### src/design/rgb2yuv_pkg.sv
// Shared types and constants for the RGB to 4:2:0 YCbCr quad converter.
// No dependencies; imported by every module of the block.
`default_nettype none

package rgb2yuv_pkg;

  // Default number of fractional bits of the fixed-point coefficients
  localparam int unsigned COEF_FRAC_BITS_DEF = 16;

  // Colour matrix codes held in the configuration register
  localparam logic MATRIX_BT601 = 1'b0;
  localparam logic MATRIX_BT709 = 1'b1;
  localparam logic MATRIX_RESET = MATRIX_BT709;

  // Luma weights in units of 1/10000
  localparam longint unsigned KR_601 = 2990;
  localparam longint unsigned KG_601 = 5870;
  localparam longint unsigned KB_601 = 1140;
  localparam longint unsigned KR_709 = 2126;
  localparam longint unsigned KG_709 = 7152;
  localparam longint unsigned KB_709 = 722;

  // Scale factors of the limited-range conversion
  localparam longint unsigned LUMA_SPAN   = 219;
  localparam longint unsigned CHROMA_SPAN = 224;
  localparam longint unsigned FULL_SPAN   = 255;
  localparam longint unsigned WEIGHT_ONE  = 10000;
  // Offsets in half units: 16.5 and 128.5
  localparam int unsigned LUMA_OFF_HALVES   = 33;
  localparam int unsigned CHROMA_OFF_HALVES = 257;

  localparam int unsigned NUM_LANES = 4;

  typedef logic [23:0] pixel_t;
  typedef logic [7:0]  sample_t;

  typedef struct packed {
    pixel_t pixel_top_left;
    pixel_t pixel_top_right;
    pixel_t pixel_bottom_left;
    pixel_t pixel_bottom_right;
    logic   last_quad;
  } pix_quad_t;

  typedef struct packed {
    sample_t luma_top_left;
    sample_t luma_top_right;
    sample_t luma_bottom_left;
    sample_t luma_bottom_right;
    sample_t chroma_blue;
    sample_t chroma_red;
    logic    frame_end;
  } yuv_quad_t;

  // Per-pixel result of one lane
  typedef struct packed {
    sample_t y;
    sample_t cb;
    sample_t cr;
  } lane_res_t;

  // Stage enables driven by the pipeline control
  typedef struct packed {
    logic adv_a;
    logic adv_b;
  } lane_ctl_t;

endpackage

`default_nettype wire

### src/design/rgb2yuv_merge.sv
// Merging stage: averages the four lanes' chroma and holds the output transaction.
// Depends on rgb2yuv_pkg.
`default_nettype none

module rgb2yuv_merge (
  input  wire                    clk_i,
  input  wire                    load_i,
  input  rgb2yuv_pkg::lane_res_t lane_i [rgb2yuv_pkg::NUM_LANES],
  input  wire                    last_i,
  output rgb2yuv_pkg::yuv_quad_t data_o
);
  import rgb2yuv_pkg::*;

  logic [9:0] sum_cb, sum_cr;
  yuv_quad_t  data_d, data_q;

  // Round the four-sample averages half up
  always_comb begin
    sum_cb = 10'(lane_i[0].cb) + 10'(lane_i[1].cb) + 10'(lane_i[2].cb)
           + 10'(lane_i[3].cb) + 10'd2;
    sum_cr = 10'(lane_i[0].cr) + 10'(lane_i[1].cr) + 10'(lane_i[2].cr)
           + 10'(lane_i[3].cr) + 10'd2;
    data_d.luma_top_left     = lane_i[0].y;
    data_d.luma_top_right    = lane_i[1].y;
    data_d.luma_bottom_left  = lane_i[2].y;
    data_d.luma_bottom_right = lane_i[3].y;
    data_d.chroma_blue       = sum_cb[9:2];
    data_d.chroma_red        = sum_cr[9:2];
    data_d.frame_end         = last_i;
  end

  // Hold the result until the receiver takes it
  always_ff @(posedge clk_i) begin
    if (load_i) begin
      data_q <= data_d;
    end
  end

  assign data_o = data_q;

endmodule

`default_nettype wire

### config.mk
export PLATFORM = sky130hd
export DESIGN_NAME = rgb2yuv_merge
export DESIGN_NICKNAME = d
export VERILOG_FILES = /design/src/design/rgb2yuv_pkg.sv /design/src/design/rgb2yuv_merge.sv
export SDC_FILE = /design/constraint.sdc
export NUM_CORES = 1
export LEC_CHECK = 0
export ABC_AREA = 1
export BUFFER_PORTS_ARGS = -buffer_cell sky130_fd_sc_hd__buf_4
export CAP_MARGIN = 20
export CORE_MARGIN = 2
export CORE_UTILIZATION = 42
export DETAILED_ROUTE_END_ITERATION = 8
export GPL_TIMING_DRIVEN = 0
export PLACE_DENSITY = 0.85
export SYNTH_ARGS = -nofsm -noshare
export SYNTH_HDL_FRONTEND = slang
export SYNTH_SLANG_ARGS = --single-unit
### constraint.sdc
create_clock -name clk_i -period 3.2 [get_ports clk_i]
set_input_delay 0.16 -clock clk_i [delete_from_list [all_inputs] [get_ports clk_i]]
set_output_delay 0.16 -clock clk_i [all_outputs]
set_load 0.005 [all_outputs]
Word level (Yosys, flattened, before mapping)
Index checks and enable logic that the tools add are counted.
- add/sub/neg operators: 8
- operators with widths (cell ; count):
    adder 10 x 2 -> 10 bit (second input constant) ; 2
    adder 10 x 8 -> 10 bit ; 2
    adder 9 x 8 -> 10 bit ; 2
    adder 8 x 8 -> 9 bit ; 2
- register bits after elaboration: 49

Longest topological paths before layout
Gate-level depths: netlist of run 1.
- word-level depth: 4
- gate-level depth with buffers: 13
- mapped depth without buffers: 13

Least setup slack after synthesis of run 1
Ideal clock, no wire load.
- kind: input to register
- from: in lane_i[4] (netlist bit)
- to: reg data_q, in the netlist data_o[6] (data pin)
- data required time: 2.948 ns
- path slack: 0.919 ns
- arrival: 2.029 ns
- buffers on the path: 0
- stages on the path: 13
- cells stage by stage: inv_1 > fa_1 > fa_1 > inv_1 > ha_1 > nand2_1 > nand2_1 > inv_1 > nor2_1 > nor2_1 > nand2_1 > nand2_1 > nand2_1
- longest elaborated chain between the ends: 2
- RTL lines (element ; RTL line ; source):
    from (decl) ; rgb2yuv_merge.sv:8 ; input rgb2yuv_pkg::lane_res_t lane_i [rgb2yuv_pkg::NUM_LANES],
    adder 10 x 8 -> 10 bit ; rgb2yuv_merge.sv:22 ; + 10'(lane_i[3].cr) + 10'd2;
    adder 10 x 2 -> 10 bit ; rgb2yuv_merge.sv:22 ;
    via sum_cr[7] ; rgb2yuv_merge.sv:14 ; logic [9:0] sum_cb, sum_cr;
    to (signal assigned) ; rgb2yuv_merge.sv:35 ; data_q <= data_d;
    to (decl) ; rgb2yuv_merge.sv:15 ; yuv_quad_t data_d, data_q;
The timed path passes the listed nets, and every way through them passes these cells.
A chain may end at the register's enable or synchronous reset.

Final worst setup path of run 1
- from: in lane_i[12] (netlist bit)
- to: reg data_q, in the netlist data_o[14] (data pin)
- longest elaborated chain between the ends: 2
- RTL lines (element ; RTL line ; source):
    adder 10 x 8 -> 10 bit ; rgb2yuv_merge.sv:20 ; + 10'(lane_i[3].cb) + 10'd2;
    adder 10 x 2 -> 10 bit ; rgb2yuv_merge.sv:20 ;
    via sum_cb[7] ; rgb2yuv_merge.sv:14 ;
The timed path passes the listed nets, and every way through them passes these cells.

==> results.cfg, run 1 <==
[yosys]
ys_seq_area_frac = 0.451
syn_area_um2 = 3260
ys_warn_count = 0
synth_top_family_by_area = adder cells
syn_area_per_cell_um2 = 10.2
muxShareOfSynthArea = 0
synth_area_leader_cell = edfxtp_1
netlist_instances = 321
synthAdderAreaFrac = 0.253
synth-compound-area-share = 0.0184
synthDistinctLibCells = 16
synthTopCellsByArea = edfxtp_1, fa_1, inv_1
synthXorXnorAreaFrac = 0.0161
synthSimpleGateAreaFrac = 0.121
syn_nets = 468
synth_seq_cells = 49
synth_top_area_share = 0.451

[setup_path]
endpoint_kind = flip-flop
crit_top_cell = nand2_1
start_kind = input pin
cp_data_arrival_time_ns = 2.29
crit_path_max_incr_delay_ns = 0.53
crit_required_ns = 3.26
crit_path_cell_trace = buf_4 > inv_1 > fa_1 > fa_1 > inv_1 > ha_1 > nand2_1 > nand2_1 > inv_2 > nor2_1 > nor2_1 > nand2_1 > nand2_1 > nand2_1
critPathKind = in -> reg
cp_max_fo = 4
crit_slowest_cell = fa_1
crit_family = adder cells
path_buf_inv = 4

[final_layout]
syn2layout_area_growth_pct = 41.9
final_area_um2 = 4630
largest_register_ffs = 49
final_cell_mix = buf_4, inv_1, nand2_1
final_common_cell = buf_4
nets = 622
drive_above_1_share = 0.361
num_antenna_cells = 0

[run_status]
outcome = finished, final reports clean

[die]
pin_count = 148
start_util = 0.429
core_um2 = 7610
fp.dieH_um = 92.1
num_rows = 32
fp.dieW_um = 92.1
dieArea_um2 = 8490

[drt]
remaining_drc_errors = 0
post_drt_wl_per_cell_um = 11.9
drt_pass1_iterations = 4
drt_iter0_markers = 74
viasPerCell = 4.37
vias = 2526
ant_nets = 0
routed_wl_um = 6860

[timing]
rsz0062_at_grt = false
fmax_mhz = 448
hold_viol_final = 0
relSlewSlack = 0.588
tightest_slew_ns = 0.618
setup_tns_ns = 0
finalCritPeriodShare = 0.697
finalSetupViolCount = 0
maxSlewViolCount = 0
post-route-min-period_ns = 2.23
setup_ws_ns = 0.968

[grt]
grt_pass1_vias = 2659
grtUsageMet3 = 0.0320
grt_pass1_wl_um = 11500
grtUsageMet1 = 0.195
grt_use_total = 0.171
grt-ovfl-total = 0
grt_busiest_layer = met2
antenna_found_initial = 0
grt_start_max_net_pins = 50
met2_usage = 0.325

[pwr]
power_frac_comb = 0.421
seq_power_share = 0.368
p_leak_nw = 2.52
vdd_drop_max_v = 0.000256
internal_power_mw = 1.67
clkPwrFrac = 0.211
sw_frac_of_total = 0.322
power.density_nw_per_um2 = 530
p_sw_mw = 0.790

[clock_tree]
cts-root-buf = clkbuf_8
cts_resized = 0
cts_max_level = 2
cts_tree = done
postCtsSetupBuffers = 0
cts_buffer_depth = 2
postCtsHoldBufs = 0
clk_pin_slew_ns = 0.09
cts_made_buffers = 5
numClockSinks = 49

[placement]
dp_slack_ns = 0.657
globalplace.congestion = 0.779
io_buffer_count = 147
post-dp-hpwl_um = 5990
dpl-instance-area_um2 = 4490

[job]
max_cap_violations = 0

[min_path]
min_path_cells = 1
hold_end = data_o[22]
hold_start = lane_i[21]
hp-class = in -> reg
## cells in the mapped netlist
| cell type | count |
|---|---|
| nand2_1 | 50 |
| nand3_1 | 8 |
| fa_1 | 30 |
| inv_2 | 1 |
| o21ai_1 | 4 |
| a21oi_1 | 6 |
| o21ai_0 | 2 |
| nand2_4 | 4 |
| nand3_2 | 2 |
| inv_1 | 121 |
| nor2_1 | 8 |
| xor2_1 | 6 |
| edfxtp_1 | 49 |
| nor3_1 | 2 |
| ha_1 | 18 |
| nand2_2 | 10 |
## cell type report
type,count,area [um2]
well taps,102,128
clock inverters,3,68.8
fillers,647,2980
flip-flops and latches,49,1470
inverters,122,458
repair buffers,147,1100
multi-input cells,150,1330
clock buffers,5,68.8
## per-layer routing
layer / up-vias / part of all wire
met5: - / 0
met4: 0 / 0.018
met3: 11 / 0.071
met2: 110 / 0.56
met1: 1161 / 0.35
li1: 1244 / -
## worst max path at each step
stage	startpoint	end	cells after the start
global placement	lane_i[4]	data_o[6]	14
floorplan	lane_i[4]	data_o[6]	13
finish	lane_i[12]	data_o[14]	14
detailed placement	lane_i[12]	data_o[14]	14
global route	lane_i[12]	data_o[14]	14
CTS	lane_i[12]	data_o[14]	14
## cells by family (layout without fill, tap and decap cells)
| group | Yosys count | in the layout |
|---|---|---|
| AOI/OAI and AO/OA | 12 | 12 |
| xor gates and xnor gates | 6 | 6 |
| adders and majority gates | 48 | 48 |
| buffers and inverters | 122 | 277 |
| DFF | 49 | 49 |
| and+or+nand+nor | 84 | 84 |
## power groups by stage
stage	Combinational (mW)	Clock, mW	Sequential (mW)
floorplan	0.599	0	0.927
global placement	0.985	0	0.912
detailed placement	1.04	0	0.918
CTS	1.04	0.535	0.904
global route	1.18	0.564	0.915
finish	1.03	0.518	0.903
## metrics by stage
step / total power [mW] / utilization / std cells / hold slack, ns
2_1_floorplan: 1.53 / - / 321 / 0.259
3_3_place_gp: 1.90 / 0.591 / 570 / 0.338
3_5_place_dp: 1.96 / 0.591 / 570 / 0.340
4_1_cts: 2.48 / 0.609 / 578 / 0.0180
5_1_grt: 2.66 / 0.609 / 578 / 0.0118
6_report: 2.46 / 0.609 / 578 / 0.0315
Note: power is estimated with default switching activity, not from simulation.
==> run 2: changes to the inputs <==
- ABC_AREA: 1 -> 0
- PLACE_DENSITY: 0.85 -> 0.89
- clock period: 3.2 -> 1.91 ns (I/O delays scaled with it)
==> run 2 against run 1 <==
  * Largest power group unchanged
  * Worst hold slack improved by 0.25 ns
  * Final area is 13% higher
  * Highest routed layer unchanged
  * The flow now finishes with violations (negative setup slack)
  * Sequential power grew 71%
  * Largest cell class is now non-clock buffers
==> results.cfg, run 2 <==
[timing]
tightest_slew_ns = 0.621
hold_viol_final = 0
finalSetupViolCount = 14
finalCritPeriodShare = 1.21
relSlewSlack = 0.586
rsz0062_at_grt = true
maxSlewViolCount = 0
fmax_mhz = 434
setup_tns_ns = -3.58
setup_ws_ns = -0.396
post-route-min-period_ns = 2.31

[drt]
remaining_drc_errors = 0
drt_pass1_iterations = 4
drt_iter0_markers = 109
vias = 2583
ant_nets = 0
viasPerCell = 4.67
post_drt_wl_per_cell_um = 14.9
routed_wl_um = 8230

[setup_path]
crit_required_ns = 1.96
start_kind = input pin
cp_max_fo = 3
crit_slowest_cell = fa_1
critPathKind = in -> reg
crit_family = adder cells
crit_path_cell_trace = buf_8 > inv_6 > fa_1 > fa_1 > inv_2 > ha_4 > a21o_1 > a22o_1 > a211o_1 > a21o_1
crit_path_max_incr_delay_ns = 0.55
cp_data_arrival_time_ns = 2.35
endpoint_kind = flip-flop
path_buf_inv = 3

[final_layout]
syn2layout_area_growth_pct = 71.9
final_cell_count_no_fill = 553
num_antenna_cells = 0
drive_above_1_share = 0.537
final_common_cell = buf_4
nets = 600
largest_register_ffs = 49
final_cell_mix = buf_4, inv_1, edfxtp_1
final_area_um2 = 5240

[yosys]
synth_seq_cells = 49
synthTopCellsByArea = edfxtp_1, fa_1, inv_1
syn_nets = 396
yosys-top-cells-count = inv_1, edfxtp_1, fa_1
ys_warn_count = 0
syn_area_um2 = 3050
synth.most_common_cell = inv_1
ys_seq_area_frac = 0.483
synth_area_leader_cell = edfxtp_1
synthDistinctLibCells = 27
synth_edf_count = 49
ys.flop_type = edfxtp_1
synthArstFlopShare = 0
syn_area_per_cell_um2 = 12.2
netlist_instances = 249
synth_top_area_share = 0.483

[grt]
grt_use_total = 0.204
grt-ovfl-total = 0
grt_pass1_vias = 2763
grt_pass1_wl_um = 12200
grt_start_max_net_pins = 50
antenna_found_initial = 0

[pwr]
totalPowerFinal_mw = 4.55
clkPwrFrac = 0.132
p_sw_mw = 1.48
sw_frac_of_total = 0.325
p_leak_nw = 2.48
seq_power_share = 0.339
power.density_nw_per_um2 = 868
vdd_drop_max_v = 0.000457
internal_power_mw = 3.07
power_frac_comb = 0.529

[die]
dieArea_um2 = 7960
num_rows = 31
fp.dieW_um = 89.2
start_util = 0.427
pin_count = 148
fp.dieH_um = 89.2
core_um2 = 7140

[placement]
post-dp-hpwl_um = 5680
globalplace.congestion = 0.796
dp_cells = 495
io_buffer_count = 147
dpl-instance-area_um2 = 4520

[clock_tree]
cts_buffer_depth = 2
numClockSinks = 49
cts_tree = done
cts_made_buffers = 5
cts-root-buf = clkbuf_8
clk_pin_slew_ns = 0.10
cts_max_level = 2

[min_path]
hp-class = in -> reg
min_path_cells = 3
hold_start = lane_i[49]
hold_end = data_o[1]

[run_status]
outcome = finished with violations
violations = negative setup slack

[job]
max_cap_violations = 0
## run 2: changes by cell type after synthesis, sizes merged, moves of 4 or more
cell	delta
a21o	+4
a221oi	+4
and3	+4
inv	-29
nand2	-61
nand3	-7
nor2	-4
o21ai	-4
xnor2	+7
## run 2: metrics by stage
stage                     setup WS, ns  hold slack (ns)  utilization
after floorplan                 -0.467            0.194            -
after global placement          -0.647            0.274        0.633
after detailed placement        -0.739            0.275        0.633
after CTS                       -0.338            0.229        0.720
after global routing            -0.450            0.303        0.735
final                           -0.396            0.283        0.735
## run 2: worst max path at each step
stage	startpoint	end	slack, ns	depth (start not counted)
floorplan	lane_i[54]	data_o[8]	-0.47	9
global placement	lane_i[54]	data_o[7]	-0.65	10
detailed placement	lane_i[2]	data_o[6]	-0.74	10
CTS	lane_i[52]	data_o[8]	-0.34	10
global route	lane_i[52]	data_o[8]	-0.45	10
finish	lane_i[52]	data_o[8]	-0.40	10
## run 2: power by group through the flow
| stage | Sequential (mW) | Combinational, mW | Clock, mW |
|---|---|---|---|
| CTS | 1.54 | 2.20 | 0.615 |
| global route | 1.56 | 2.61 | 0.659 |
| finish | 1.54 | 2.41 | 0.602 |
| floorplan | 1.58 | 1.12 | 0 |
| detailed placement | 1.56 | 1.90 | 0 |
| global placement | 1.54 | 1.79 | 0 |
## run 2: per-layer routing
metal / wire, um / up-vias / track usage / share of wire
met5: 0 / - / 0 / 0
met4: 344 / 0 / 0.100 / 0.042
met3: 792 / 31 / 0.0499 / 0.096
met2: 4410 / 150 / 0.393 / 0.54
met1: 2680 / 1213 / 0.199 / 0.33
li1: - / 1189 / - / -
## run 2: cells by family after synthesis
kind of cell	count (synthesis)	share of synthesized area
AO/OA/AOI/OAI	25	0.0587
XOR/XNOR	11	0.0316
adder cells (fa/ha/maj)	48	0.271
buffers and inverters	93	0.114
flip-flops	49	0.483
AND/OR/NAND/NOR	23	0.0419
## run 2: tightest hold or removal path, delay by kind of cell
family | cells | cell delay [ns]
xor gates and xnor gates | 1 | 0.19
buffers and inverters | 1 | 0.10
AOI/OAI and AO/OA | 1 | 0.09
## run 2: repair_timing
action	4_1_cts	5_1_grt
hold buffers	33	0
endpoints found under the hold margin	33	0
resized for setup	28	26
endpoints found under the setup margin	13	15
pin swaps	27	17
buffers inserted	13	4
## run 2: area by class of cell
cell class | count | area [um2]
Fill cell | 451 | 1890
Timing Repair Buffer | 197 | 1640
Multi-Input combinational cell | 107 | 1530
Sequential cell | 49 | 1470
Inverter | 93 | 399
Tap cell | 99 | 124
Clock buffer | 6 | 72.6
Clock inverter | 2 | 13.8
==> run 3: changes to the inputs <==
- REMOVE_ABC_BUFFERS: not set -> 1
==> run 3 against run 2 <==
  * The flow still finishes with violations (negative setup slack)
  * Clock-buffer cell count stayed put
  * Total power grew 3.7%
  * Final cell count grew 1.3%
  * Sequential share of layout area fell by 0.13 points
  * Largest cell class unchanged
  * Flip-flop and latch count stayed put
==> results.cfg, run 3 (same netlist as run 2, synthesis figures left out) <==
[grt]
grtUsageMet1 = 0.247
grt_start_max_net_pins = 50
met2_usage = 0.461
grt_use_total = 0.245
grt_pass1_wl_um = 14200
grt_pass1_vias = 2963
grt_busiest_layer = met2
antenna_found_initial = 0
grtUsageMet3 = 0.0757
grt-ovfl-total = 0

[final_layout]
final_cell_mix = buf_4, inv_1, edfxtp_1
final_cell_count_no_fill = 560
final_common_cell = buf_4
largest_register_ffs = 49
drive_above_1_share = 0.529
syn2layout_area_growth_pct = 72.7
final_area_um2 = 5270
nFillCells = 443
num_antenna_cells = 0
nets = 607

[clock_tree]
cts_max_level = 2
cts-root-buf = clkbuf_8
clk_pin_slew_ns = 0.10
cts_buffer_depth = 2
numClockSinks = 49
cts_made_buffers = 5
cts_tree = done

[die]
dieArea_um2 = 7960
start_util = 0.427
fp.dieW_um = 89.2
fp.dieH_um = 89.2
pin_count = 148
num_rows = 31
core_um2 = 7140

[timing]
hold_slack_ns = 0.282
rsz0062_at_grt = true
maxSlewViolCount = 0
finalSetupViolCount = 14
tightest_slew_ns = 0.651
finalCritPeriodShare = 1.20
fmax_mhz = 436
post-route-min-period_ns = 2.30
setup_ws_ns = -0.386
relSlewSlack = 0.566
hold_viol_final = 0

[pwr]
power_frac_comb = 0.543
sw_frac_of_total = 0.334
internal_power_mw = 3.14
seq_power_share = 0.326
p_leak_nw = 2.51
clkPwrFrac = 0.131
power.density_nw_per_um2 = 896
vdd_drop_max_v = 0.000387
p_sw_mw = 1.58

[drt]
vias = 2679
drt_iter0_markers = 115
viasPerCell = 4.78
remaining_drc_errors = 0
ant_nets = 0
routed_wl_um = 9590
drt_pass1_iterations = 4
post_drt_wl_per_cell_um = 17.1

[setup_path]
crit_path_cell_trace = buf_6 > inv_2 > fa_1 > fa_1 > inv_2 > ha_4 > a21o_1 > a22o_1 > a211o_1 > xor2_1
crit_required_ns = 1.96
crit_slowest_cell = fa_1
start_kind = input pin
cp_data_arrival_time_ns = 2.34
critPathKind = in -> reg
crit_path_max_incr_delay_ns = 0.54
path_buf_inv = 3
cp_max_fo = 3
crit_family = adder cells
endpoint_kind = flip-flop

[min_path]
hp-class = in -> reg

[placement]
dpl-instance-area_um2 = 4280
io_buffer_count = 147
dp_cells = 495
post-dp-hpwl_um = 5530
globalplace.congestion = 0.790

[job]
max_cap_violations = 0

[run_status]
outcome = finished with violations
violations = negative setup slack
==> run 3: cell types whose count changed in the layout (fill, tap and decap cells not counted), sizes merged <==
cell  delta
buf      +7
==> run 3: cell type report <==
class | count | area, um2 | area share
Timing Repair Buffer | 204 | 1680 | 0.319
Multi-Input combinational cell | 107 | 1550 | 0.294
Sequential cell | 49 | 1470 | 0.279
Inverter | 93 | 357 | 0.0677
Tap cell | 99 | 124 | 0.0235
Clock buffer | 6 | 72.6 | 0.0138
Clock inverter | 2 | 13.8 | 0.00261
==> run 3: layer usage <==
layer / up-vias / part of all wire
met1: 1285 / 0.33
met2: 155 / 0.54
met5: - / 0
li1: 1201 / -
met3: 38 / 0.085
met4: 0 / 0.049
==> run 3: power groups by stage <==
stage | combinational [mW] | clock [mW] | sequential, mW
2_1_floorplan | 0.857 | 0 | 1.58
3_3_place_gp | 1.51 | 0 | 1.54
3_5_place_dp | 1.58 | 0 | 1.55
4_1_cts | 2.26 | 0.623 | 1.53
5_1_grt | 2.75 | 0.670 | 1.55
6_report | 2.56 | 0.616 | 1.54
==> run 3: repair_timing <==
item,CTS,global route
resized for setup,73,22
pin swaps,54,22
endpoints found under the setup margin,14,15
buffers inserted,23,2
hold buffers,33,0
hold endpoints to repair,33,0
cloned,0,0
==> run 3: through the flow <==
stage / setup WS (ns) / TNS (ns) / total power, mW / util
CTS: -0.296 / -2.27 / 4.41 / 0.724
global route: -0.426 / -4.31 / 4.97 / 0.738
detailed placement: -0.890 / -9.97 / 3.13 / 0.599
floorplan: -0.693 / -5.98 / 2.44 / -
finish: -0.386 / -3.50 / 4.72 / 0.738
global placement: -0.849 / -8.80 / 3.05 / 0.599
==> run 3: final timing paths <==
check	start	end	slack [ns]	cells past startpoint
max	lane_i[54]	data_o[7]	-0.39	10
min	lane_i[49]	data_o[1]	0.28	3
