File: src/design/rgb2yuv_pkg.sv
// Shared types and constants for the RGB to 4:2:0 YCbCr quad converter.
// No dependencies; imported by every module of the block.
`default_nettype none

package rgb2yuv_pkg;

  // Default number of fractional bits of the fixed-point coefficients
  localparam int unsigned COEF_FRAC_BITS_DEF = 16;

  // Colour matrix codes held in the configuration register
  localparam logic MATRIX_BT601 = 1'b0;
  localparam logic MATRIX_BT709 = 1'b1;
  localparam logic MATRIX_RESET = MATRIX_BT709;

  // Luma weights in units of 1/10000
  localparam longint unsigned KR_601 = 2990;
  localparam longint unsigned KG_601 = 5870;
  localparam longint unsigned KB_601 = 1140;
  localparam longint unsigned KR_709 = 2126;
  localparam longint unsigned KG_709 = 7152;
  localparam longint unsigned KB_709 = 722;

  // Scale factors of the limited-range conversion
  localparam longint unsigned LUMA_SPAN   = 219;
  localparam longint unsigned CHROMA_SPAN = 224;
  localparam longint unsigned FULL_SPAN   = 255;
  localparam longint unsigned WEIGHT_ONE  = 10000;
  // Offsets in half units: 16.5 and 128.5
  localparam int unsigned LUMA_OFF_HALVES   = 33;
  localparam int unsigned CHROMA_OFF_HALVES = 257;

  localparam int unsigned NUM_LANES = 4;

  typedef logic [23:0] pixel_t;
  typedef logic [7:0]  sample_t;

  typedef struct packed {
    pixel_t pixel_top_left;
    pixel_t pixel_top_right;
    pixel_t pixel_bottom_left;
    pixel_t pixel_bottom_right;
    logic   last_quad;
  } pix_quad_t;

  typedef struct packed {
    sample_t luma_top_left;
    sample_t luma_top_right;
    sample_t luma_bottom_left;
    sample_t luma_bottom_right;
    sample_t chroma_blue;
    sample_t chroma_red;
    logic    frame_end;
  } yuv_quad_t;

  // Per-pixel result of one lane
  typedef struct packed {
    sample_t y;
    sample_t cb;
    sample_t cr;
  } lane_res_t;

  // Stage enables driven by the pipeline control
  typedef struct packed {
    logic adv_a;
    logic adv_b;
  } lane_ctl_t;

endpackage

`default_nettype wire

File: src/design/rgb2yuv_lane.sv
// One pixel lane: nine coefficient products, then sums, offsets and clamps.
// Depends on rgb2yuv_pkg.
`default_nettype none

module rgb2yuv_lane #(
  parameter int unsigned COEF_FRAC_BITS = rgb2yuv_pkg::COEF_FRAC_BITS_DEF
) (
  input  wire                       clk_i,
  input  rgb2yuv_pkg::lane_ctl_t    ctl_i,
  input  wire                       matrix_sel_i,
  input  rgb2yuv_pkg::pixel_t       pixel_i,
  output rgb2yuv_pkg::lane_res_t    res_o
);
  import rgb2yuv_pkg::*;

  localparam int unsigned F  = COEF_FRAC_BITS;
  localparam int unsigned PW = F + 8;   // product width
  localparam int unsigned SW = F + 11;  // signed sum width

  localparam longint unsigned ONE   = 64'd1 << F;
  localparam longint unsigned DEN_Y = FULL_SPAN * WEIGHT_ONE;
  localparam longint unsigned DEN_B_601 = 2 * (WEIGHT_ONE - KB_601) * FULL_SPAN;
  localparam longint unsigned DEN_B_709 = 2 * (WEIGHT_ONE - KB_709) * FULL_SPAN;
  localparam longint unsigned DEN_R_601 = 2 * (WEIGHT_ONE - KR_601) * FULL_SPAN;
  localparam longint unsigned DEN_R_709 = 2 * (WEIGHT_ONE - KR_709) * FULL_SPAN;

  // Coefficient magnitudes, rounded half up; signs are fixed by position
  localparam longint unsigned YR_601 = (KR_601 * LUMA_SPAN * ONE + DEN_Y / 2) / DEN_Y;
  localparam longint unsigned YG_601 = (KG_601 * LUMA_SPAN * ONE + DEN_Y / 2) / DEN_Y;
  localparam longint unsigned YB_601 = (KB_601 * LUMA_SPAN * ONE + DEN_Y / 2) / DEN_Y;
  localparam longint unsigned YR_709 = (KR_709 * LUMA_SPAN * ONE + DEN_Y / 2) / DEN_Y;
  localparam longint unsigned YG_709 = (KG_709 * LUMA_SPAN * ONE + DEN_Y / 2) / DEN_Y;
  localparam longint unsigned YB_709 = (KB_709 * LUMA_SPAN * ONE + DEN_Y / 2) / DEN_Y;
  localparam longint unsigned BR_601 =
      (KR_601 * CHROMA_SPAN * ONE + DEN_B_601 / 2) / DEN_B_601;
  localparam longint unsigned BG_601 =
      (KG_601 * CHROMA_SPAN * ONE + DEN_B_601 / 2) / DEN_B_601;
  localparam longint unsigned BR_709 =
      (KR_709 * CHROMA_SPAN * ONE + DEN_B_709 / 2) / DEN_B_709;
  localparam longint unsigned BG_709 =
      (KG_709 * CHROMA_SPAN * ONE + DEN_B_709 / 2) / DEN_B_709;
  localparam longint unsigned RG_601 =
      (KG_601 * CHROMA_SPAN * ONE + DEN_R_601 / 2) / DEN_R_601;
  localparam longint unsigned RB_601 =
      (KB_601 * CHROMA_SPAN * ONE + DEN_R_601 / 2) / DEN_R_601;
  localparam longint unsigned RG_709 =
      (KG_709 * CHROMA_SPAN * ONE + DEN_R_709 / 2) / DEN_R_709;
  localparam longint unsigned RB_709 =
      (KB_709 * CHROMA_SPAN * ONE + DEN_R_709 / 2) / DEN_R_709;
  localparam longint unsigned HALF_C = (112 * ONE + FULL_SPAN / 2) / FULL_SPAN;

  localparam logic [63:0] HALF_C_V = 64'(HALF_C);
  localparam logic [63:0] YR601_V = 64'(YR_601);
  localparam logic [63:0] YG601_V = 64'(YG_601);
  localparam logic [63:0] YB601_V = 64'(YB_601);
  localparam logic [63:0] YR709_V = 64'(YR_709);
  localparam logic [63:0] YG709_V = 64'(YG_709);
  localparam logic [63:0] YB709_V = 64'(YB_709);
  localparam logic [63:0] BR601_V = 64'(BR_601);
  localparam logic [63:0] BG601_V = 64'(BG_601);
  localparam logic [63:0] BR709_V = 64'(BR_709);
  localparam logic [63:0] BG709_V = 64'(BG_709);
  localparam logic [63:0] RG601_V = 64'(RG_601);
  localparam logic [63:0] RB601_V = 64'(RB_601);
  localparam logic [63:0] RG709_V = 64'(RG_709);
  localparam logic [63:0] RB709_V = 64'(RB_709);

  localparam logic [SW-1:0] Y_OFF = SW'(LUMA_OFF_HALVES) << (F - 1);
  localparam logic [SW-1:0] C_OFF = SW'(CHROMA_OFF_HALVES) << (F - 1);

  logic [7:0]   r, g, b;
  logic [F-1:0] c_yr, c_yg, c_yb, c_br, c_bg, c_rg, c_rb, c_half;

  logic [PW-1:0] p_yr_q, p_yg_q, p_yb_q;
  logic [PW-1:0] p_br_q, p_bg_q, p_bb_q;
  logic [PW-1:0] p_rr_q, p_rg_q, p_rb_q;

  logic [SW-1:0] s_y, s_cb, s_cr;
  lane_res_t     res_d, res_q;

  // Shift out the sign check and the integer part, saturate to a byte
  function automatic sample_t clamp_sum(input logic [SW-1:0] s);
    sample_t v;
    if (s[SW-1]) begin
      v = '0;
    end else if (|s[SW-2:F+8]) begin
      v = '1;
    end else begin
      v = s[F+7:F];
    end
    return v;
  endfunction

  assign r = pixel_i[23:16];
  assign g = pixel_i[15:8];
  assign b = pixel_i[7:0];

  // Pick the coefficient set of the selected matrix
  always_comb begin
    c_half = HALF_C_V[F-1:0];
    if (matrix_sel_i == MATRIX_BT601) begin
      c_yr = YR601_V[F-1:0];
      c_yg = YG601_V[F-1:0];
      c_yb = YB601_V[F-1:0];
      c_br = BR601_V[F-1:0];
      c_bg = BG601_V[F-1:0];
      c_rg = RG601_V[F-1:0];
      c_rb = RB601_V[F-1:0];
    end else begin
      c_yr = YR709_V[F-1:0];
      c_yg = YG709_V[F-1:0];
      c_yb = YB709_V[F-1:0];
      c_br = BR709_V[F-1:0];
      c_bg = BG709_V[F-1:0];
      c_rg = RG709_V[F-1:0];
      c_rb = RB709_V[F-1:0];
    end
  end

  // Stage A: register the nine products
  always_ff @(posedge clk_i) begin
    if (ctl_i.adv_a) begin
      p_yr_q <= PW'(r) * PW'(c_yr);
      p_yg_q <= PW'(g) * PW'(c_yg);
      p_yb_q <= PW'(b) * PW'(c_yb);
      p_br_q <= PW'(r) * PW'(c_br);
      p_bg_q <= PW'(g) * PW'(c_bg);
      p_bb_q <= PW'(b) * PW'(c_half);
      p_rr_q <= PW'(r) * PW'(c_half);
      p_rg_q <= PW'(g) * PW'(c_rg);
      p_rb_q <= PW'(b) * PW'(c_rb);
    end
  end

  // Stage B: signed sums with offsets, then clamp
  always_comb begin
    s_y  = Y_OFF + SW'(p_yr_q) + SW'(p_yg_q) + SW'(p_yb_q);
    s_cb = C_OFF + SW'(p_bb_q) - SW'(p_br_q) - SW'(p_bg_q);
    s_cr = C_OFF + SW'(p_rr_q) - SW'(p_rg_q) - SW'(p_rb_q);
    res_d.y  = clamp_sum(s_y);
    res_d.cb = clamp_sum(s_cb);
    res_d.cr = clamp_sum(s_cr);
  end

  always_ff @(posedge clk_i) begin
    if (ctl_i.adv_b) begin
      res_q <= res_d;
    end
  end

  assign res_o = res_q;

endmodule

`default_nettype wire

File: config.mk
export PLATFORM = sky130hd
export DESIGN_NAME = rgb2yuv_lane
export DESIGN_NICKNAME = d
export VERILOG_FILES = /design/src/design/rgb2yuv_pkg.sv /design/src/design/rgb2yuv_lane.sv
export SDC_FILE = /design/constraint.sdc
export NUM_CORES = 1
export LEC_CHECK = 0
export BUFFER_PORTS_ARGS = -buffer_cell sky130_fd_sc_hd__buf_2
export CELL_PAD_IN_SITES_DETAIL_PLACEMENT = 0
export CELL_PAD_IN_SITES_GLOBAL_PLACEMENT = 1
export CORE_AREA = 3 3 254 256
export CTS_CLUSTER_SIZE = 28
export DETAILED_ROUTE_END_ITERATION = 8
export DIE_AREA = 0 0 257 259
export PLACE_DENSITY = 0.84
export SLEW_MARGIN = 20
export SYNTH_ARGS = -nofsm -noshare
export SYNTH_HDL_FRONTEND = slang
export SYNTH_SLANG_ARGS = --single-unit
export TNS_END_PERCENT = 10
File: constraint.sdc
create_clock -name clk_i -period 16.8 [get_ports clk_i]
set_clock_uncertainty 0.05 [all_clocks]
set_input_delay 1.68 -clock clk_i [delete_from_list [all_inputs] [get_ports clk_i]]
set_output_delay 1.68 -clock clk_i [all_outputs]
set_load 0.05 [all_outputs]
## After elaboration in Yosys (flattened, before gate mapping)

Cells that the tools add are included.

- Register bits after elaboration: 232

- $add $sub $neg: 9
- $mul: 9
- Reduce and logical (&&, ||, !) cells: 3
- Mux-type cells: 10

Operators with widths:

| kind | number |
|---|---|
| 8-bit by 16-bit multiplier with 24-bit output | 7 |
| 26-bit by 25-bit subtractor with 27-bit output | 2 |
| 13-bit two-way mux | 4 |
| 25-bit by 24-bit subtractor with 26-bit output | 2 |
| 24-bit by 24-bit adder with 25-bit output (first input constant) | 2 |
| 8-bit by 11-bit multiplier with 19-bit output (second input constant) | 2 |
| 14-bit two-way mux | 2 |
| 26-bit by 24-bit adder with 27-bit output | 1 |
| 25-bit by 24-bit adder with 26-bit output | 1 |
| 21-bit by 24-bit adder with 25-bit output (first input constant) | 1 |
| 8-bit two-way mux | 3 |
| 15-bit two-way mux | 1 |
| 2-bit OR reduction | 3 |

## Longest topological paths before layout

Gate-level depths: netlist of the first run.

- Depth after elaboration: 5
- Gate-level depth with buffers: 24
- Gate-level depth less buffers: 21

## Worst setup path after synthesis of the first run

OpenSTA, ideal clock, no wires.

- Kind: input -> register
- From: in matrix_sel_i
- To: reg p_rb_q[20], data pin
- Library setup time: 0.262 ns
- Path slack: 10.040 ns
- Required time: 16.488 ns
- Arrival: 6.448 ns
- Path buffers: 3
- Cell stages on the path: 21
- Cell sequence: clkbuf_1 clkbuf_1 clkbuf_1 nand2_1 inv_1 fa_1 inv_1 fa_1 fa_1 inv_1 fa_1 ha_1 o21ai_0 nand2b_1 o41ai_1 o21ai_0 o41ai_1 o211ai_1 a21oi_1 o21bai_1 xor2_1

- Longest elaborated chain between the ends: 2

RTL lines:

| item | RTL line | RTL |
|---|---|---|
| from (decl) | rgb2yuv_lane.sv:10 | `input wire matrix_sel_i,` |
| 13-bit two-way mux | rgb2yuv_lane.sv:101 | `if (matrix_sel_i == MATRIX_BT601) begin` |
| 8-bit by 16-bit multiplier with 24-bit output | rgb2yuv_lane.sv:131 | `p_rb_q <= PW'(b) * PW'(c_rb);` |
| to (signal assigned) | rgb2yuv_lane.sv:131 |  |
| to (decl) | rgb2yuv_lane.sv:76 | `logic [PW-1:0] p_rr_q, p_rg_q, p_rb_q;` |

No other way between the ends.
A chain may end at the register's enable or synchronous reset.

## Worst setup path in the final report of the first run

Same ends and word-level chain as after synthesis.

==> results of run 1 <==
-- cell usage after synthesis, types with 19 or more instances --
cell type	n
o21ai_0	77
nand3_1	42
fa_1	313
a21o_1	53
clkbuf_1	20
o21a_1	31
edfxtp_1	217
xnor2_1	141
nor2_1	144
a21oi_1	134
nor3_1	44
nor2b_1	35
or2_2	26
and3_1	19
o21bai_1	19
inv_1	744
xor2_1	52
nand2_1	117
ha_1	638
nand2b_1	40
-- per-stage QoR --
step	setup WS [ns]	power, mW
5_1_grt	9.702	7.639
3_3_place_gp	9.656	6.252
2_1_floorplan	10.04	5.078
6_report	10.11	6.859
3_5_place_dp	9.576	6.297
4_1_cts	10.14	6.918
-- power breakdown --
part           internal [mW]  switching (mW)
Clock                  0.324           0.236
Combinational           2.22            2.93
Sequential              1.04           0.110
-- registers in the layout, summed over array words and instances, names as in the netlist --
signal and flops:
p_bg_q 24, p_yg_q 24, res_o 24, p_br_q 23, p_rb_q 23, p_rg_q 22, p_yr_q 21, p_rr_q 19
p_yb_q 19, p_bb_q 18
-- layout make-up --
class                           count  area, sq um  share of cell area, %
Sequential cell                   217         6516                  19.58
Multi-Input combinational cell   2165        21810                  65.51
Tap cell                          846         1059                  3.180
Inverter                          744         2793                  8.389
Timing Repair Buffer               53        279.0                 0.8382
Clock inverter                     16        133.9                 0.4022
Antenna cell                        1        2.502               0.007517
Clock buffer                       33        698.2                  2.097
-- worst reg2reg max path, cell delays in order (launching register included) --
cell and delay [ns]:
edfxtp_1 0.40, ha_1 0.31, ha_1 0.34, o21ai_0 0.34, a22o_1 0.24, o22ai_1 0.12
nor2_1 0.13, xnor2_1 0.16, ha_1 0.29, a21o_1 0.18, a211o_1 0.32, or3_1 0.42
o211ai_2 0.19, o22ai_1 0.17, o41ai_4 0.33, o21ai_2 0.16, o32ai_4 0.38, a21oi_1 0.08
-- metal layers --
metal  up-vias  part of all wire (%)  track usage (%)
li1      10480                     -                -
met1     10040                    46            29.90
met2       410                    47            36.45
met3        68                   4.5            2.410
met4         0                   2.0            4.504
met5         -                     0                0
-- placed cells by master (no fill, tap or decap), types with 8 or more instances in the layout --
master,count
or2_2,26
o21a_1,31
nand2_1,117
nand2b_1,40
o211ai_1,12
o2111ai_1,9
buf_2,50
a211oi_1,10
a21oi_1,134
edfxtp_1,217
clkbuf_16,27
nor2_1,144
xor2_1,52
nand3_1,42
and2_1,15
or3_1,11
a31oi_1,16
a21boi_0,13
nor2b_1,35
and3_1,19
fa_1,313
o31ai_1,8
o21ai_0,77
inv_1,744
a41o_1,12
conb_1,31
a21o_1,53
xnor2_1,141
nor3_1,44
ha_1,638
o21bai_1,19
-- final timing paths --
kind                     start          to  cells past startpoint
setup / recovery  matrix_sel_i  p_rb_q[20]                     18
hold / removal      p_yg_q[23]   res_o[23]                      3
setup reg to reg     p_bb_q[6]   res_o[14]                     17
hold reg to reg     p_yg_q[23]   res_o[23]                      3
-- kinds of logic (layout without fill, tap and decap cells) --
logic type	count (synthesis)	count (layout)	synth area share [%]
buffers and inverters	765	846	9.237
and+or+nand+nor	522	522	8.175
xor gates and xnor gates	194	194	5.490
adders and majority gates	951	951	45.84
DFF	217	217	20.96
muxes	2	2	0.06842
other	2	32	0.02416
AOI/OAI and AO/OA	465	465	10.21
==> metrics.md, run 1 <==
| Metric | Value |
|---|---|
| Outcome | `complete, no violations` |
| Crit path kind | `in2reg` |
| Synth area leader | `ha_1` |
| Crit path largest cell delay | `between 0.6 and 0.7 ns` |
| Crit path max-delay cell type | `o41ai_1` |
| Initial antenna violation count | `1` |
| Pre-antenna DRT Iters | `7` |
| Num CTS Buffers | `27` |
| Final setup TNS | `0 ns` |
| Worst skew pair latency | `0.56 ns` |
| Ys async rst share | `0%` |
| Register area share after synthesis | `20.96%` |
| DRT Wirelength | `69.58 mm` |
| Hold crit path type | `reg2reg` |
| Max VDD drop | `0.0002806 V` |
| CP Data Arrival Time | `6.95 ns` |
| Worst hold slack | `0.8089 ns` |
| Minimum clock period | `around 6.7 ns` |
| Initial Util | `49.55%` |
| Placed cells | `slightly above 4000` |
| Final non-filler cell total | `4075` |
| CP cell instances | `buf_2 > buf_4 > nand2_1 > inv_1 > fa_1 > inv_1 > fa_1 > fa_1 > inv_1 > fa_1 > ha_1 > o41ai_1 > o21ai_0 > o41ai_1 > o211ai_1 > a21oi_1 > o21bai_1 > xor2_1` |
| Unique masters post-synth | `72` |
| Worst path bufs/invs | `5` |
| Yosys warns | `0` |
| Reg-to-reg slack, setup | `approximately 12 ns` |
| Leakage | `17.30 nW` |
| RSZ-0062 raised after global routing | `false` |
| Die ar. | `around 67000 sq um` |
| FF+latch count, synth | `217` |
| Clk sinks | `217` |
| Maxcap violations | `0` |
| Top-area cell type share of the netlist area | `25.68%` |
| Power per Cell Area | `206.1 nW/um^2` |
| Layout cells sized above 1 | `under 10%` |
| Most area-consuming cells after synthesis | `ha_1 26%, edfxtp_1 21%, fa_1 20%, inv_1 9.0%, xnor2_1 4.0%` |
| Post-layout util | `53.06%` |
| Final std cell area, no fill | `roughly 33000 sq um` |
| Routed wire per std cell | `17.07 um` |
| Max Freq | `0.1495 GHz` |
| Final Hold Vio Count | `0` |
| Die width | `257 um` |
| Max Slew Vio Count | `0` |
| Ports | `52` |
| Post-Syn Instances | `3118` |
| Post-Syn Area | `31090 sq um` |
| Die height | `259 um` |
| Core footprint | `62740 sq um` |
| Post-CTS Hold Buffers | `0` |
| Final period utilization | `39.81%` |
| Post-synth top flop | `edfxtp_1` |
| Most used cell along the critical path | `fa_1` |
| Layout Area Growth over Synthesis | `7.084%` |
| Max Fanout on Critical Path | `53` |
| All-layer global routing usage | `21.52%` |
| DRC | `0` |
| CTS tree | `built` |
| Total congestion overflow | `0` |
| Crit path max-delay family | `adder cells` |
| Worst Tran Pin Value | `1.060 ns` |
| Post-CTS Resized | `0` |
| Setup Buffers After CTS | `0` |
| Worst Setup End Kind | `flop` |
| WP data required | `17.06 ns` |
| HPWL Detailed | `between 50 and 60 mm` |
| Final RePlAce weighted congestion | `0.9016` |
| Routed vias/inst | `5.152` |
| Synthesized area per cell | `9.970 sq um` |
| Root Buffer Master | `clkbuf_16` |
| Slew headroom | `29.33%` |
| Final ANT Viol Nets | `0` |
| Vias | `approximately 21000` |
| Placed Area | `32450 sq um` |
| # rows | `92` |
| Initial drt markers | `slightly above 1000` |
| Clock-pin slew on the worst setup and hold paths | `0.06 ns` |
| PortBufs | `slightly above 50` |
| EDFF count, synth | `217` |
| Crit path launch type | `input pin` |
| First-pass GRT wire length | `roughly 110 mm` |
| Largest net degree at the start of global routing | `113` |
| # fillers | `between 5000 and 6000` |
| H-tree levels | `1` |
| Final net count | `4187` |
| Clock Path Buffers | `3` |
| Final setup viols | `0` |
| Number of global-route vias before repair | `21440` |
Power figures use the tool's default switching activity.
==> run 2, diff against run 1 <==
--- a/config.mk
+++ b/config.mk
@@ -5,13 +5,14 @@
 export SDC_FILE = /design/constraint.sdc
 export NUM_CORES = 1
 export LEC_CHECK = 0
+export ABC_AREA = 1
 export BUFFER_PORTS_ARGS = -buffer_cell sky130_fd_sc_hd__buf_2
 export CELL_PAD_IN_SITES_DETAIL_PLACEMENT = 0
 export CELL_PAD_IN_SITES_GLOBAL_PLACEMENT = 1
-export CORE_AREA = 3 3 254 256
+export CORE_AREA = 3 3 275 277
 export CTS_CLUSTER_SIZE = 28
 export DETAILED_ROUTE_END_ITERATION = 8
-export DIE_AREA = 0 0 257 259
+export DIE_AREA = 0 0 278 280
 export PLACE_DENSITY = 0.84
 export SLEW_MARGIN = 20
 export SYNTH_ARGS = -nofsm -noshare
==> constraint.sdc (replaced) <==
create_clock -name clk_i -period 6.05 [get_ports clk_i]
set_clock_uncertainty 0.05 [all_clocks]
set_input_delay 0.605 -clock clk_i [delete_from_list [all_inputs] [get_ports clk_i]]
set_output_delay 0.605 -clock clk_i [all_outputs]
set_load 0.05 [all_outputs]
==> run 2 against run 1 <==
Effect of this change:
- first-iteration DRC count is 63% higher
- non-clock buffer count is 24 higher
- wire length is 21% higher
- flip-flop and latch count stayed put
- die area is 17% higher
==> metrics.md, run 2 <==
| Metric | Value |
|---|---|
| Outcome | `complete, no violations` |
| Die width | `278 um` |
| Met2 usage | `around 36%` |
| CTS tree | `built` |
| Routed vias/inst | `a little over 5` |
| Worst skew pair latency | `0.58 ns` |
| Clock-pin slew on the worst setup and hold paths | `0.06 ns` |
| Final RePlAce weighted congestion | `0.9069` |
| WP data required | `between 6 and 7 ns` |
| Worst Tran Pin Value | `0.8744 ns` |
| EDFF count, synth | `217` |
| Final net count | `5038` |
| Crit path max-delay cell type | `fa_1` |
| Clock Path Buffers | `3` |
| Pre-antenna DRT Iters | `5` |
| Maxcap violations | `0` |
| CP Data Arrival Time | `5.30 ns` |
| Unique masters post-synth | `46` |
| Most common cell after layout, fill and taps aside | `inv_1` |
| Ys async rst share | `0%` |
| Final setup viols | `0` |
| Post-CTS Resized | `0` |
| Num CTS Buffers | `29` |
| Gr busiest metal | `met2` |
| Ports | `52` |
| Crit path kind | `in2reg` |
| Crit path launch type | `input pin` |
| Vias | `25610` |
| FF+latch count, synth | `217` |
| GR Util met1 | `32.36%` |
| # fillers | `7043` |
| Final period utilization | `83.10%` |
| Layout cells sized above 1 | `4.508%` |
| Worst Setup End Kind | `flop` |
| Synth cell count leaders | `948 x inv_1, 638 x ha_1, 554 x nand2_1, 313 x fa_1, 268 x a21oi_1` |
| All-layer global routing usage | `22.02%` |
| Clk sinks | `217` |
| FF+latch area | `6516 sq um` |
| Post-synth top flop | `edfxtp_1` |
| RSZ-0062 raised after global routing | `false` |
| Crit path largest cell delay | `0.51 ns` |
| DRC | `0` |
| Die height | `280 um` |
| Final Hold Vio Count | `0` |
| Layout Area Growth over Synthesis | `8.087%` |
| # rows | `slightly below 100` |
| Setup Buffers After CTS | `0` |
| Post-CTS Hold Buffers | `0` |
| Final setup TNS | `0 ns` |
| Synthesized area per cell | `between 8 and 9 sq um` |
| PortBufs | `51` |
| Core footprint | `between 70000 and 80000 sq um` |
| Most area-consuming cells after synthesis | `ha_1 24%, edfxtp_1 19%, fa_1 19%, inv_1 11%, nand2_1 6.2%` |
| Routed wire per std cell | `16.64 um` |
| Max Freq | `0.1989 GHz` |
| Root Buffer Master | `clkbuf_16` |
| Die ar. | `77840 sq um` |
| Final ANT Viol Nets | `0` |
| Initial antenna violation count | `2` |
| First-pass GRT wire length | `137.5 mm` |
| Number of global-route vias before repair | `25810` |
| Hold crit path type | `in2reg` |
| Synth area leader | `ha_1` |
| H-tree levels | `1` |
| HPWL Detailed | `72.60 mm` |
| Initial drt markers | `approximately 1700` |
| Register area share after synthesis | `19.32%` |
| CP cell instances | `buf_2 > nor2_1 > inv_1 > nor2_1 > inv_1 > nand2_1 > a21oi_1 > ha_1 > or2_2 > fa_1 > inv_1 > fa_1 > fa_1 > inv_1 > ha_1 > nand2_1 > nor2_1 > o21ai_0 > nand2_1 > a31oi_1 > o21ai_0 > xor2_1` |
| Most used cell along the critical path | `inv_1` |
| Minimum clock period | `just over 5 ns` |
| Initial Util | `a little under half` |
| Grt met3 use | `2.396%` |
| Placed Area | `35460 sq um` |
| Commonest non-fill, non-tap cells in the layout | `948 x inv_1, 638 x ha_1, 554 x nand2_1` |
| Post-layout util | `around half` |
| Largest net degree at the start of global routing | `145` |
| DRT Wirelength | `83.88 mm` |
| Post-Syn Area | `33730 sq um` |
| Max Slew Vio Count | `0` |
| Max Fanout on Critical Path | `20` |
| ANT cells | `0` |
| Area of the multi-input gates | `23690 sq um` |
| Post-Syn Instances | `3937` |
| Final std cell area, no fill | `around 36000 sq um` |
| Total congestion overflow | `0` |
| Yosys warns | `0` |
| Top-area cell type share of the netlist area | `23.67%` |
| Most frequent cell after synthesis | `inv_1` |
| Slew headroom | `between 40% and 50%` |
-- run 2: cell count changes after synthesis, moves of 35 or more --
cell / change
nand2_1: +437
inv_1: +204
a21oi_1: +134
nor2_1: +103
xor2_1: +84
nand3_1: +73
xnor2_1: -66
o21ai_0: +57
nand2b_1: -40
nor2b_1: -35
-- run 2: layout make-up --
class,count,share of cell area (%)
clock buffer,32,2.021
clock inverter,22,0.7070
inverter,951,9.791
multi-input combinational,2783,64.99
sequential,217,17.87
tap,959,3.291
timing repair buffer,77,1.328
-- run 2: cell families after synthesis --
logic type | count (synthesis) | synth area share (%)
AND/OR/NAND/NOR | 1044 | 13.06
buffers and inverters | 966 | 10.76
adder cells (fa/ha/maj) | 951 | 42.24
AO/OA/AOI/OAI | 546 | 9.114
flip-flops | 217 | 19.32
XOR/XNOR | 211 | 5.479
other | 2 | 0.02227
-- run 2: final timing paths --
kind / start / end / slack (ns) / cells after the start
worst max register to register: p_rr_q[11] / res_o[5] / 1.86 / 21
worst min register to register: p_yg_q[23] / res_o[16] / 0.72 / 3
worst min-delay path: pixel_i[8] / p_bg_q[0] / 0.46 / 1
worst max-delay path: matrix_sel_i / p_br_q[16] / 1.02 / 22
-- run 2: metrics by stage --
stage	std cells	hold WS, ns	setup WS [ns]
after floorplan	3966	0.6263	0.8747
after global placement	4987	0.7235	0.5191
after detailed placement	4987	0.7117	0.4610
after CTS	5041	0.4189	1.074
after global routing	5041	0.4362	0.5915
final	5041	0.4585	1.023
-- run 2: worst max-delay path, delay by kind of cell --
kind | cells | cell delay, ns
adders and majority gates | 5 | 2.03
and+or+nand+nor | 7 | 1.42
buffers and inverters | 5 | 0.58
AOI/OAI and AO/OA | 4 | 0.54
xor gates and xnor gates | 1 | 0.10
-- run 2: routing by layer --
layer	vias to the layer above	wire (um)
met5	-	14
met4	2	1285
met3	68	4323
met2	580	37240
met1	12070	41020
li1	12890	-
Power of run 2 is left out: the tool's default activity adds up to more than one toggle a clock period on the data nets, which glitch-free logic cannot reach.
